`src/design/assert_macros.svh`:
```
// Assertion helpers shared by the RTL files.
`ifndef ASSERT_MACROS_SVH
`define ASSERT_MACROS_SVH

// Same-cycle implication, sampled on the rising clock edge, off during reset.
`define HMAC_ASSERT_NOW(lbl, ante, cons) \
    lbl: assert property (@(posedge clk) disable iff (!rst_n) (ante) |-> (cons)) \
        else $error("assertion failed: same-cycle check");

// Next-cycle implication.
`define HMAC_ASSERT_NEXT(lbl, ante, cons) \
    lbl: assert property (@(posedge clk) disable iff (!rst_n) (ante) |=> (cons)) \
        else $error("assertion failed: next-cycle check");

`endif

```
`src/design/hmac_pkg.sv`:
```
// ----------------------------------------------------------------------------
// hmac_pkg
// Shared types, codes and SHA-256 constants for the HMAC-SHA256 engine.
// ----------------------------------------------------------------------------
package hmac_pkg;

    localparam logic [1:0] OP_KEY = 2'd0;
    localparam logic [1:0] OP_MSG = 2'd1;
    localparam logic [1:0] OP_FIN = 2'd2;

    localparam logic [2:0] SRC_INPUT = 3'd0;
    localparam logic [2:0] SRC_KEY   = 3'd1;
    localparam logic [2:0] SRC_PAD80 = 3'd2;
    localparam logic [2:0] SRC_ZERO  = 3'd3;
    localparam logic [2:0] SRC_LEN   = 3'd4;
    localparam logic [2:0] SRC_INNER = 3'd5;

    localparam logic [1:0] KP_NONE = 2'd0;
    localparam logic [1:0] KP_IPAD = 2'd1;
    localparam logic [1:0] KP_OPAD = 2'd2;

    localparam logic [7:0] IPAD_BYTE = 8'h36;
    localparam logic [7:0] OPAD_BYTE = 8'h5c;

    typedef struct packed {
        logic       capture_byte;
        logic       hash_init;
        logic       absorb;
        logic [2:0] src;
        logic [1:0] kpad;
        logic       key_clear;
        logic       key_push;
        logic       key_align;
        logic       key_load;
        logic       save_inner;
        logic       len_capture;
        logic       out_load;
        logic [2:0] word_sel;
    } hmac_cmd_t;

    typedef struct packed {
        logic busy;
        logic at_len_pos;
    } hmac_status_t;

    function automatic logic [31:0] rotr(input logic [31:0] x, input int n);
        rotr = (x >> n) | (x << (32 - n));
    endfunction

    function automatic logic [31:0] init_hash(input logic [2:0] i);
        case (i)
            3'd0:    init_hash = 32'h6a09e667;
            3'd1:    init_hash = 32'hbb67ae85;
            3'd2:    init_hash = 32'h3c6ef372;
            3'd3:    init_hash = 32'ha54ff53a;
            3'd4:    init_hash = 32'h510e527f;
            3'd5:    init_hash = 32'h9b05688c;
            3'd6:    init_hash = 32'h1f83d9ab;
            default: init_hash = 32'h5be0cd19;
        endcase
    endfunction

    function automatic logic [31:0] round_k(input logic [5:0] t);
        case (t)
            6'd0:  round_k = 32'h428a2f98; 6'd1:  round_k = 32'h71374491;
            6'd2:  round_k = 32'hb5c0fbcf; 6'd3:  round_k = 32'he9b5dba5;
            6'd4:  round_k = 32'h3956c25b; 6'd5:  round_k = 32'h59f111f1;
            6'd6:  round_k = 32'h923f82a4; 6'd7:  round_k = 32'hab1c5ed5;
            6'd8:  round_k = 32'hd807aa98; 6'd9:  round_k = 32'h12835b01;
            6'd10: round_k = 32'h243185be; 6'd11: round_k = 32'h550c7dc3;
            6'd12: round_k = 32'h72be5d74; 6'd13: round_k = 32'h80deb1fe;
            6'd14: round_k = 32'h9bdc06a7; 6'd15: round_k = 32'hc19bf174;
            6'd16: round_k = 32'he49b69c1; 6'd17: round_k = 32'hefbe4786;
            6'd18: round_k = 32'h0fc19dc6; 6'd19: round_k = 32'h240ca1cc;
            6'd20: round_k = 32'h2de92c6f; 6'd21: round_k = 32'h4a7484aa;
            6'd22: round_k = 32'h5cb0a9dc; 6'd23: round_k = 32'h76f988da;
            6'd24: round_k = 32'h983e5152; 6'd25: round_k = 32'ha831c66d;
            6'd26: round_k = 32'hb00327c8; 6'd27: round_k = 32'hbf597fc7;
            6'd28: round_k = 32'hc6e00bf3; 6'd29: round_k = 32'hd5a79147;
            6'd30: round_k = 32'h06ca6351; 6'd31: round_k = 32'h14292967;
            6'd32: round_k = 32'h27b70a85; 6'd33: round_k = 32'h2e1b2138;
            6'd34: round_k = 32'h4d2c6dfc; 6'd35: round_k = 32'h53380d13;
            6'd36: round_k = 32'h650a7354; 6'd37: round_k = 32'h766a0abb;
            6'd38: round_k = 32'h81c2c92e; 6'd39: round_k = 32'h92722c85;
            6'd40: round_k = 32'ha2bfe8a1; 6'd41: round_k = 32'ha81a664b;
            6'd42: round_k = 32'hc24b8b70; 6'd43: round_k = 32'hc76c51a3;
            6'd44: round_k = 32'hd192e819; 6'd45: round_k = 32'hd6990624;
            6'd46: round_k = 32'hf40e3585; 6'd47: round_k = 32'h106aa070;
            6'd48: round_k = 32'h19a4c116; 6'd49: round_k = 32'h1e376c08;
            6'd50: round_k = 32'h2748774c; 6'd51: round_k = 32'h34b0bcb5;
            6'd52: round_k = 32'h391c0cb3; 6'd53: round_k = 32'h4ed8aa4a;
            6'd54: round_k = 32'h5b9cca4f; 6'd55: round_k = 32'h682e6ff3;
            6'd56: round_k = 32'h748f82ee; 6'd57: round_k = 32'h78a5636f;
            6'd58: round_k = 32'h84c87814; 6'd59: round_k = 32'h8cc70208;
            6'd60: round_k = 32'h90befffa; 6'd61: round_k = 32'ha4506ceb;
            6'd62: round_k = 32'hbef9a3f7;
            default: round_k = 32'hc67178f2;
        endcase
    endfunction

endpackage

```
`src/design/hmac_datapath.sv`:
```
// ----------------------------------------------------------------------------
// hmac_datapath
// Key store, byte window, SHA-256 round unit (one round a cycle), chaining
// value, length and inner digest registers, and the result word register.
// ----------------------------------------------------------------------------
module hmac_datapath (
    input  logic                 clk,
    input  logic                 rst_n,
    input  hmac_pkg::hmac_cmd_t    cmd,
    input  logic [7:0]           data_byte,
    output hmac_pkg::hmac_status_t status,
    output logic [31:0]          digest_word
);
    import hmac_pkg::*;

    logic [7:0]   byte_reg;
    logic [511:0] key_reg;
    logic [63:0]  len_reg;
    logic [255:0] inner_reg;
    logic [63:0]  count_reg;
    logic [31:0]  w_reg [16];
    logic [31:0]  h_reg [8];
    logic [31:0]  wk_reg [8];
    logic [5:0]   round_reg;
    logic         busy_reg;
    logic         add_reg;
    logic [31:0]  digest_reg;

    logic [7:0]   pad_byte;
    logic [7:0]   absorb_byte;
    logic [31:0]  w_t;
    logic [31:0]  t1;
    logic [31:0]  t2;
    logic         start_compress;

    always_comb
    begin
        case (cmd.kpad)
            KP_IPAD: pad_byte = IPAD_BYTE;
            KP_OPAD: pad_byte = OPAD_BYTE;
            default: pad_byte = 8'h00;
        endcase
        case (cmd.src)
            SRC_INPUT: absorb_byte = byte_reg;
            SRC_KEY:   absorb_byte = key_reg[511:504] ^ pad_byte;
            SRC_PAD80: absorb_byte = 8'h80;
            SRC_LEN:   absorb_byte = len_reg[63:56];
            SRC_INNER: absorb_byte = inner_reg[255:248];
            default:   absorb_byte = 8'h00;
        endcase
    end

    always_comb
    begin
        if (round_reg < 6'd16)
        begin
            w_t = w_reg[0];
        end
        else
        begin
            w_t = (rotr(w_reg[14], 17) ^ rotr(w_reg[14], 19) ^ (w_reg[14] >> 10))
                + w_reg[9]
                + (rotr(w_reg[1], 7) ^ rotr(w_reg[1], 18) ^ (w_reg[1] >> 3))
                + w_reg[0];
        end
        t1 = wk_reg[7] + (rotr(wk_reg[4], 6) ^ rotr(wk_reg[4], 11) ^ rotr(wk_reg[4], 25))
           + ((wk_reg[4] & wk_reg[5]) ^ (~wk_reg[4] & wk_reg[6]))
           + round_k(round_reg) + w_t;
        t2 = (rotr(wk_reg[0], 2) ^ rotr(wk_reg[0], 13) ^ rotr(wk_reg[0], 22))
           + ((wk_reg[0] & wk_reg[1]) ^ (wk_reg[0] & wk_reg[2]) ^ (wk_reg[1] & wk_reg[2]));
    end

    // The byte that completes a 64-byte block starts a compression.
    assign start_compress = cmd.absorb && (count_reg[5:0] == 6'd63);

    always_ff @(posedge clk or negedge rst_n)
    begin
        if (!rst_n)
        begin
            key_reg   <= '0;
            count_reg <= '0;
            busy_reg  <= 1'b0;
            add_reg   <= 1'b0;
            round_reg <= '0;
            for (int i = 0; i < 8; i++)
            begin
                h_reg[i] <= init_hash(3'(i));
            end
        end
        else
        begin
            if (cmd.key_clear)
            begin
                key_reg <= '0;
            end
            else if (cmd.key_push)
            begin
                key_reg <= {key_reg[503:0], byte_reg};
            end
            else if (cmd.key_align)
            begin
                key_reg <= {key_reg[503:0], 8'h00};
            end
            else if (cmd.key_load)
            begin
                key_reg <= {h_reg[0], h_reg[1], h_reg[2], h_reg[3],
                            h_reg[4], h_reg[5], h_reg[6], h_reg[7], 256'd0};
            end
            else if (cmd.absorb && (cmd.src == SRC_KEY))
            begin
                key_reg <= {key_reg[503:0], key_reg[511:504]};
            end

            if (cmd.hash_init)
            begin
                count_reg <= '0;
            end
            else if (cmd.absorb)
            begin
                count_reg <= count_reg + 64'd1;
            end

            if (cmd.hash_init)
            begin
                for (int i = 0; i < 8; i++)
                begin
                    h_reg[i] <= init_hash(3'(i));
                end
            end
            else if (add_reg)
            begin
                for (int i = 0; i < 8; i++)
                begin
                    h_reg[i] <= h_reg[i] + wk_reg[i];
                end
            end

            if (start_compress)
            begin
                busy_reg  <= 1'b1;
                round_reg <= '0;
            end
            else if (add_reg)
            begin
                busy_reg <= 1'b0;
                add_reg  <= 1'b0;
            end
            else if (busy_reg)
            begin
                round_reg <= round_reg + 6'd1;
                if (round_reg == 6'd63)
                begin
                    add_reg <= 1'b1;
                end
            end
        end
    end

    always_ff @(posedge clk)
    begin
        if (cmd.capture_byte)
        begin
            byte_reg <= data_byte;
        end
        if (cmd.len_capture)
        begin
            len_reg <= {count_reg[60:0], 3'b000};
        end
        else if (cmd.absorb && (cmd.src == SRC_LEN))
        begin
            len_reg <= {len_reg[55:0], 8'h00};
        end
        if (cmd.save_inner)
        begin
            inner_reg <= {h_reg[0], h_reg[1], h_reg[2], h_reg[3],
                          h_reg[4], h_reg[5], h_reg[6], h_reg[7]};
        end
        else if (cmd.absorb && (cmd.src == SRC_INNER))
        begin
            inner_reg <= {inner_reg[247:0], 8'h00};
        end
        if (cmd.absorb)
        begin
            for (int i = 0; i < 15; i++)
            begin
                w_reg[i] <= {w_reg[i][23:0], w_reg[i + 1][31:24]};
            end
            w_reg[15] <= {w_reg[15][23:0], absorb_byte};
        end
        else if (busy_reg && !add_reg)
        begin
            for (int i = 0; i < 15; i++)
            begin
                w_reg[i] <= w_reg[i + 1];
            end
            w_reg[15] <= w_t;
        end
        if (start_compress)
        begin
            for (int i = 0; i < 8; i++)
            begin
                wk_reg[i] <= h_reg[i];
            end
        end
        else if (busy_reg && !add_reg)
        begin
            wk_reg[0] <= t1 + t2;
            wk_reg[1] <= wk_reg[0];
            wk_reg[2] <= wk_reg[1];
            wk_reg[3] <= wk_reg[2];
            wk_reg[4] <= wk_reg[3] + t1;
            wk_reg[5] <= wk_reg[4];
            wk_reg[6] <= wk_reg[5];
            wk_reg[7] <= wk_reg[6];
        end
        if (cmd.out_load)
        begin
            digest_reg <= h_reg[cmd.word_sel];
        end
    end

    assign status.busy       = busy_reg;
    assign status.at_len_pos = (count_reg[5:0] == 6'd56);
    assign digest_word       = digest_reg;

endmodule

```
`src/design/hmac_ctrl.sv`:
```
// ----------------------------------------------------------------------------
// hmac_ctrl
// Sequencer: key handling, pad block absorption, SHA-256 padding, the inner
// and outer passes and the delivery of the eight result words.
// ----------------------------------------------------------------------------
module hmac_ctrl (
    input  logic                   clk,
    input  logic                   rst_n,
    input  logic                   in_valid,
    output logic                   in_ready,
    input  logic [1:0]             operation,
    output logic                   out_valid,
    input  logic                   out_ready,
    output logic [2:0]             word_index,
    output logic                   last_word,
    input  hmac_pkg::hmac_status_t status,
    output hmac_pkg::hmac_cmd_t    cmd
);
    import hmac_pkg::*;

    localparam logic [3:0] S_READY    = 4'd0;
    localparam logic [3:0] S_DISPATCH = 4'd1;
    localparam logic [3:0] S_ALIGN    = 4'd2;
    localparam logic [3:0] S_LKEY     = 4'd3;
    localparam logic [3:0] S_IN_BYTE  = 4'd4;
    localparam logic [3:0] S_KPAD     = 4'd5;
    localparam logic [3:0] S_INNER    = 4'd6;
    localparam logic [3:0] S_PAD80    = 4'd7;
    localparam logic [3:0] S_PAD0     = 4'd8;
    localparam logic [3:0] S_PADLEN   = 4'd9;
    localparam logic [3:0] S_PADEND   = 4'd10;
    localparam logic [3:0] S_EMIT     = 4'd11;

    localparam logic [1:0] PH_IDLE  = 2'd0;
    localparam logic [1:0] PH_SHORT = 2'd1;
    localparam logic [1:0] PH_LONG  = 2'd2;
    localparam logic [1:0] PH_MSG   = 2'd3;

    localparam logic [1:0] CTX_KEYD  = 2'd0;
    localparam logic [1:0] CTX_INNER = 2'd1;
    localparam logic [1:0] CTX_OUTER = 2'd2;

    logic [3:0] state_reg, state_next;
    logic [1:0] phase_reg, phase_next;
    logic [1:0] ctx_reg, ctx_next;
    logic [1:0] op_reg, op_next;
    logic       outer_reg, outer_next;
    logic [6:0] cnt_reg, cnt_next;
    logic [6:0] kcnt_reg, kcnt_next;
    logic       out_valid_reg, out_valid_next;
    logic [2:0] index_reg, index_next;

    always_comb
    begin
        state_next     = state_reg;
        phase_next     = phase_reg;
        ctx_next       = ctx_reg;
        op_next        = op_reg;
        outer_next     = outer_reg;
        cnt_next       = cnt_reg;
        kcnt_next      = kcnt_reg;
        out_valid_next = out_valid_reg;
        index_next     = index_reg;
        cmd            = '0;
        cmd.src        = SRC_ZERO;
        cmd.kpad       = KP_NONE;
        in_ready       = 1'b0;

        if (out_valid_reg && out_ready)
        begin
            out_valid_next = 1'b0;
        end

        case (state_reg)
            S_READY:
            begin
                in_ready = !status.busy;
                if (in_valid && !status.busy)
                begin
                    cmd.capture_byte = 1'b1;
                    op_next          = operation;
                    state_next       = S_DISPATCH;
                end
            end
            S_DISPATCH:
            begin
                if (op_reg == OP_KEY)
                begin
                    case (phase_reg)
                        PH_SHORT:
                        begin
                            if (kcnt_reg < 7'd64)
                            begin
                                cmd.key_push = 1'b1;
                                kcnt_next    = kcnt_reg + 7'd1;
                                state_next   = S_READY;
                            end
                            else
                            begin
                                // The key outgrows one block: hash it instead.
                                cmd.hash_init = 1'b1;
                                cnt_next      = '0;
                                phase_next    = PH_LONG;
                                state_next    = S_LKEY;
                            end
                        end
                        PH_LONG:
                        begin
                            state_next = S_IN_BYTE;
                        end
                        default:
                        begin
                            cmd.key_clear = 1'b1;
                            kcnt_next     = '0;
                            phase_next    = PH_SHORT;
                        end
                    endcase
                end
                else if ((op_reg == OP_MSG) || (op_reg == OP_FIN))
                begin
                    case (phase_reg)
                        PH_MSG:
                        begin
                            if (op_reg == OP_FIN)
                            begin
                                ctx_next   = CTX_INNER;
                                state_next = S_PAD80;
                            end
                            else
                            begin
                                state_next = S_IN_BYTE;
                            end
                        end
                        PH_LONG:
                        begin
                            ctx_next   = CTX_KEYD;
                            state_next = S_PAD80;
                        end
                        PH_SHORT:
                        begin
                            state_next = S_ALIGN;
                        end
                        default:
                        begin
                            cmd.hash_init = 1'b1;
                            outer_next    = 1'b0;
                            cnt_next      = '0;
                            phase_next    = PH_MSG;
                            state_next    = S_KPAD;
                        end
                    endcase
                end
                else
                begin
                    state_next = S_READY;
                end
            end
            S_ALIGN:
            begin
                // Shift zeros in until the short key sits at the top of the block.
                if (kcnt_reg == 7'd64)
                begin
                    phase_next = PH_IDLE;
                    state_next = S_DISPATCH;
                end
                else
                begin
                    cmd.key_align = 1'b1;
                    kcnt_next     = kcnt_reg + 7'd1;
                end
            end
            S_LKEY:
            begin
                if (!status.busy)
                begin
                    cmd.absorb = 1'b1;
                    cmd.src    = SRC_KEY;
                    cnt_next   = cnt_reg + 7'd1;
                    if (cnt_reg == 7'd63)
                    begin
                        state_next = S_IN_BYTE;
                    end
                end
            end
            S_IN_BYTE:
            begin
                if (!status.busy)
                begin
                    cmd.absorb = 1'b1;
                    cmd.src    = SRC_INPUT;
                    state_next = S_READY;
                end
            end
            S_KPAD:
            begin
                if (!status.busy)
                begin
                    cmd.absorb = 1'b1;
                    cmd.src    = SRC_KEY;
                    cmd.kpad   = outer_reg ? KP_OPAD : KP_IPAD;
                    cnt_next   = cnt_reg + 7'd1;
                    if (cnt_reg == 7'd63)
                    begin
                        cnt_next = '0;
                        if (outer_reg)
                        begin
                            state_next = S_INNER;
                        end
                        else if (op_reg == OP_FIN)
                        begin
                            ctx_next   = CTX_INNER;
                            state_next = S_PAD80;
                        end
                        else
                        begin
                            state_next = S_IN_BYTE;
                        end
                    end
                end
            end
            S_INNER:
            begin
                if (!status.busy)
                begin
                    cmd.absorb = 1'b1;
                    cmd.src    = SRC_INNER;
                    cnt_next   = cnt_reg + 7'd1;
                    if (cnt_reg == 7'd31)
                    begin
                        ctx_next   = CTX_OUTER;
                        state_next = S_PAD80;
                    end
                end
            end
            S_PAD80:
            begin
                if (!status.busy)
                begin
                    cmd.len_capture = 1'b1;
                    cmd.absorb      = 1'b1;
                    cmd.src         = SRC_PAD80;
                    state_next      = S_PAD0;
                end
            end
            S_PAD0:
            begin
                if (!status.busy)
                begin
                    if (status.at_len_pos)
                    begin
                        cnt_next   = '0;
                        state_next = S_PADLEN;
                    end
                    else
                    begin
                        cmd.absorb = 1'b1;
                        cmd.src    = SRC_ZERO;
                    end
                end
            end
            S_PADLEN:
            begin
                if (!status.busy)
                begin
                    cmd.absorb = 1'b1;
                    cmd.src    = SRC_LEN;
                    cnt_next   = cnt_reg + 7'd1;
                    if (cnt_reg == 7'd7)
                    begin
                        state_next = S_PADEND;
                    end
                end
            end
            S_PADEND:
            begin
                if (!status.busy)
                begin
                    case (ctx_reg)
                        CTX_KEYD:
                        begin
                            // The long key's digest becomes the held key.
                            cmd.key_load = 1'b1;
                            phase_next   = PH_IDLE;
                            state_next   = S_DISPATCH;
                        end
                        CTX_INNER:
                        begin
                            cmd.save_inner = 1'b1;
                            cmd.hash_init  = 1'b1;
                            outer_next     = 1'b1;
                            cnt_next       = '0;
                            state_next     = S_KPAD;
                        end
                        default:
                        begin
                            cnt_next   = '0;
                            phase_next = PH_IDLE;
                            state_next = S_EMIT;
                        end
                    endcase
                end
            end
            S_EMIT:
            begin
                if (!out_valid_reg || out_ready)
                begin
                    cmd.out_load   = 1'b1;
                    cmd.word_sel   = cnt_reg[2:0];
                    out_valid_next = 1'b1;
                    index_next     = cnt_reg[2:0];
                    cnt_next       = cnt_reg + 7'd1;
                    if (cnt_reg == 7'd7)
                    begin
                        state_next = S_READY;
                    end
                end
            end
            default:
            begin
                state_next = S_READY;
            end
        endcase
    end

    always_ff @(posedge clk or negedge rst_n)
    begin
        if (!rst_n)
        begin
            state_reg     <= S_READY;
            phase_reg     <= PH_IDLE;
            ctx_reg       <= CTX_KEYD;
            op_reg        <= OP_KEY;
            outer_reg     <= 1'b0;
            cnt_reg       <= '0;
            kcnt_reg      <= '0;
            out_valid_reg <= 1'b0;
            index_reg     <= '0;
        end
        else
        begin
            state_reg     <= state_next;
            phase_reg     <= phase_next;
            ctx_reg       <= ctx_next;
            op_reg        <= op_next;
            outer_reg     <= outer_next;
            cnt_reg       <= cnt_next;
            kcnt_reg      <= kcnt_next;
            out_valid_reg <= out_valid_next;
            index_reg     <= index_next;
        end
    end

    assign out_valid  = out_valid_reg;
    assign word_index = index_reg;
    assign last_word  = (index_reg == 3'd7);

`include "assert_macros.svh"

    `HMAC_ASSERT_NOW(a_ready_not_busy, in_ready, !status.busy)
    `HMAC_ASSERT_NOW(a_emit_source, $rose(out_valid_reg), $past(state_reg == S_EMIT))
    `HMAC_ASSERT_NOW(a_inner_count, state_reg == S_INNER, cnt_reg < 7'd32)
    `HMAC_ASSERT_NEXT(a_len_bytes, state_reg == S_PADLEN && cnt_reg == 7'd7 && !status.busy,
                      state_reg == S_PADEND)

endmodule

```
`src/design/hmac_sha256_engine.sv`:
```
// ----------------------------------------------------------------------------
// hmac_sha256_engine
// HMAC-SHA256 over a byte stream of key bytes, message bytes and a finish.
// ----------------------------------------------------------------------------
// A short key byte passes through the ready and dispatch states (a first byte
// of a new key also clears the held key) and a message byte also through the
// byte-absorb state; every 64th byte fed to the hash starts a compression (one
// SHA-256 round a cycle, then the chaining add). The first message byte after
// a new key first absorbs the 64-byte inner pad block (after aligning a short
// key). A finish runs the inner padding, the outer pad block, the inner digest
// and the outer padding (a finish with no message first absorbs the inner pad
// block as well), and then delivers eight result items, one a cycle while the
// consumer takes them. Each absorbed byte, including padding, passes through
// the byte window.
module hmac_sha256_engine (
    input  logic        clk,
    input  logic        rst_n,
    input  logic        in_valid,
    output logic        in_ready,
    input  logic [1:0]  operation,
    input  logic [7:0]  data_byte,
    output logic        out_valid,
    input  logic        out_ready,
    output logic [31:0] digest_word,
    output logic [2:0]  word_index,
    output logic        last_word
);
    import hmac_pkg::*;

    hmac_cmd_t    cmd;
    hmac_status_t status;

    hmac_ctrl u_ctrl (
        .clk        (clk),
        .rst_n      (rst_n),
        .in_valid   (in_valid),
        .in_ready   (in_ready),
        .operation  (operation),
        .out_valid  (out_valid),
        .out_ready  (out_ready),
        .word_index (word_index),
        .last_word  (last_word),
        .status     (status),
        .cmd        (cmd)
    );

    hmac_datapath u_datapath (
        .clk         (clk),
        .rst_n       (rst_n),
        .cmd         (cmd),
        .data_byte   (data_byte),
        .status      (status),
        .digest_word (digest_word)
    );

endmodule

```
`config.mk`:
```
export PLATFORM = sky130hd
export DESIGN_NAME = hmac_sha256_engine
export DESIGN_NICKNAME = d
export VERILOG_FILES = /design/src/design/hmac_pkg.sv /design/src/design/hmac_datapath.sv /design/src/design/hmac_ctrl.sv /design/src/design/hmac_sha256_engine.sv
export VERILOG_INCLUDE_DIRS = /design/src /design/src/design
export SDC_FILE = /design/constraint.sdc
export NUM_CORES = 2
export LEC_CHECK = 0
export BUFFER_PORTS_ARGS = -buffer_cell sky130_fd_sc_hd__buf_2
export CORE_ASPECT_RATIO = 1.1
export CORE_MARGIN = 10
export CORE_UTILIZATION = 55
export DETAILED_ROUTE_END_ITERATION = 10
export HOLD_SLACK_MARGIN = 0.08
export PLACE_DENSITY = 0.8
export RECOVER_POWER = 50
export SLEW_MARGIN = 0
export SYNTH_ARGS = -nofsm -noshare
export SYNTH_HDL_FRONTEND = slang
export SYNTH_SLANG_ARGS = --single-unit
```
`constraint.sdc`:
```
create_clock -name clk -period 19.3 [get_ports clk]
set_input_delay 1.93 -clock clk [delete_from_list [all_inputs] [get_ports clk]]
set_output_delay 1.93 -clock clk [all_outputs]
set_load 0.01 [all_outputs]
```
==> impl_metrics.env <==
export IMPL_hold_slack_ns=0.477
export IMPL_hp_class="reg -> reg"
export IMPL_final_cell_area_um2=123000
export IMPL_cts_tree="built"
export IMPL_synth_compound_area_share=0.117
export IMPL_place_ws_ns=8.26
export IMPL_rsz0062_at_grt="false"
export IMPL_finalCritPeriodShare=0.643
export IMPL_ios=52
export IMPL_fin_nets=12200
export IMPL_peakVddDrop_mv=0.294
export IMPL_yosysTopAreaCellShare=0.296
export IMPL_clkLatencyLatePin_ns=0.91
export IMPL_synth_top_family_by_area="simple AND/OR/NAND/NOR gates"
export IMPL_first_global_vias=85500
export IMPL_crit_fanout=110
export IMPL_met1_usage=0.481
export IMPL_synthAdderAreaFrac=0.0815
export IMPL_htree_levels=4
export IMPL_finalHoldViolations=0
export IMPL_synth_xor_area_frac=0.0473
export IMPL_slew_viol_final=3284
export IMPL_drc_errors=0
export IMPL_grt_use_total=0.348
export IMPL_use_met2=0.497
export IMPL_tightest_slew_ns=7.19
export IMPL_cts_hold_buf=0
export IMPL_p_total_mw=23.7
export IMPL_wl_per_cell_um=27.7
export IMPL_endpoint_kind="register"
export IMPL_synthSimpleGateAreaFrac=0.172
export IMPL_cpMostUsedCell="clkbuf_1"
export IMPL_synth_edf_count=1125
export IMPL_die_x_um=454
export IMPL_syn_num_nets=12600
export IMPL_firstDrtPassIters=7
export IMPL_netlist_instances=11900
export IMPL_crit_type="reg -> reg"
export IMPL_layout_drive_gt1_share=0.0694
export IMPL_path_delay_family="buffers and inverters"
export IMPL_wl_um=404000
export IMPL_grt_pass1_wl_um=584000
export IMPL_cp_num_buf_inv=3
export IMPL_routabilityCongestion=1.05
export IMPL_power_density_nw_per_um2=193
export IMPL_place_area_um2=116000
export IMPL_failed_checks="max-capacitance violations, max-slew violations"
export IMPL_yosysWarnings=0
export IMPL_grt_max_degree=249
export IMPL_num_rows=175
export IMPL_crit_chain="clkinvlp_2, nand2_1, clkbuf_1, clkbuf_1, o21ai_0"
export IMPL_cp_start_kind="register"
export IMPL_crit_required_ns=19.63
export IMPL_max_cap_violations=54
export IMPL_fmax_mhz=80.5
export IMPL_overflow=0
export IMPL_outcome="complete, but fails checks"
export IMPL_root_buffer="clkbuf_16"
export IMPL_area_growth_pct=7.72
export IMPL_synth_flop_cell="edfxtp_1"
export IMPL_synthMuxAreaShare=0.0576
export IMPL_busiest_layer="met2"
export IMPL_yosys_top_cells_area="edfxtp_1 30%, dfrtp_1 16%, nand2_1 13%, ha_1 4.6%, mux2i_1 3.5%"
export IMPL_drtIter0Drc=12100
export IMPL_clock_path_buffers=3
export IMPL_viasPerCell=6.24
export IMPL_numCtsBuffers=203
export IMPL_post_dp_hpwl_um=293000
export IMPL_power_leakage_nw=51.5
export IMPL_port_buffers=51
export IMPL_antenna_found_initial=50
export IMPL_relSlewSlack=-3.79
export IMPL_postRouteAntennaNets=0
export IMPL_die_h_um=498
export IMPL_synth_most_common_cell="nand2_1"
export IMPL_cts_resized_gates=0
export IMPL_async_flop_share=0.435
export IMPL_cts_reportedPaths_clkPinSlew_ns=0.06
export IMPL_synth_distinct_cells=108
export IMPL_seq_area_frac_synth=0.487
export IMPL_num_vias=90800
export IMPL_fill_cells=17400
export IMPL_yosysTopAreaCell="edfxtp_1"
export IMPL_slowest_stage="clkbuf_1"
export IMPL_synth_seq_cells=1991
export IMPL_tns_ns=0
export IMPL_fin_ws_ns=6.88
export IMPL_synth_area_um2=114000
export IMPL_fp_coreArea_um2=207000
export IMPL_fin_cells=14600
export IMPL_dp_cells=14100
export IMPL_utilization=0.595
export IMPL_fin_crit_ns=12.42
export IMPL_finalSetupViolCount=0
export IMPL_initial_core_util=0.552
export IMPL_use_met3=0.103
export IMPL_synth_common_cells="3,884 x nand2_1, 1,125 x edfxtp_1, 746 x o21ai_0"
export IMPL_skew_ns=0.0688
export IMPL_cpPeakStageDelay_ns=3.30
export IMPL_clkSinkCount=1991
export IMPL_critical_path_arrival_ns=12.75
export IMPL_syn_area_per_cell_um2=9.56
export IMPL_cts_setup_buffers=0
export IMPL_die_area_um2=226000
[placed cells by master, fill, tap and decap left out, types with 117 or more instances in the layout]
cell / synthesis / final
dfrtp_1: 730 / 725
edfxtp_1: 1125 / 1125
ha_1: 417 / 417
clkbuf_16: 0 / 204
nand2_1: 3884 / 3884
a21o_1: 181 / 181
mux2i_1: 395 / 395
clkbuf_1: 620 / 117
o21ai_0: 746 / 744
a21oi_1: 445 / 445
inv_1: 363 / 362
o31ai_1: 293 / 293
nor2_1: 469 / 465
xor2_1: 215 / 215
dfstp_2: 136 / 135
xnor2_1: 400 / 400
fa_1: 195 / 195
[cell type report]
cell class              count  area (µm²)  area share
diodes                     28        70.1    0.000570
clock buffers             255        5450      0.0443
clock inverters           124        1470      0.0120
inverters                 366        1380      0.0112
multi-input cells        8852       54400       0.442
flip-flops and latches   1991       55600       0.452
well taps                2743        3430      0.0279
repair buffers            192        1180     0.00961
[tightest hold or removal path, stage by stage, from the launching register on]
cell and delay [ns]:
dfrtp_1 0.34, nand2_1 0.05, o31ai_1 0.05
[logic make-up after synthesis]
| family | count (synthesis) |
|---|---|
| multiplexers | 560 |
| flip-flops | 1991 |
| AO/OA/AOI/OAI | 2140 |
| buffers and inverters | 1095 |
| XOR/XNOR | 616 |
| adder cells (fa/ha/maj) | 630 |
| AND/OR/NAND/NOR | 4906 |
[worst paths after layout]
check / from / endpoint / slack (ns) / cells past startpoint
max reg2reg: u_datapath.add_reg$_DFFE_PN0N_ / u_datapath.w_reg[0][258]$_DFFE_PP_ / 6.88 / 5
max in group asynchronous: rst_n / u_datapath.h_reg[204]$_DFFE_PN0P_ / 6.99 / 5
min reg2reg: u_datapath.key_reg[317]$_DFFE_PN0P_ / u_datapath.key_reg[317]$_DFFE_PN0P_ / 0.48 / 2
min: u_datapath.key_reg[317]$_DFFE_PN0P_ / u_datapath.key_reg[317]$_DFFE_PN0P_ / 0.48 / 2
min in group asynchronous: rst_n / u_datapath.key_reg[77]$_DFFE_PN0P_ / 3.54 / 1
max: u_datapath.add_reg$_DFFE_PN0N_ / u_datapath.w_reg[0][258]$_DFFE_PP_ / 6.88 / 5
[where the power goes]
part           switching [mW]  internal [mW]
clock network            1.81           2.32
logic                    7.89           4.64
registers                1.17           5.87
[layer usage]
metal  part of all wire  vias to the layer above
li1                   -                    40100
met1               0.40                    44700
met2               0.42                     4876
met3               0.11                     1067
met4              0.063                       30
met5            0.00061                        -
Power figures use the tool's default switching activity.
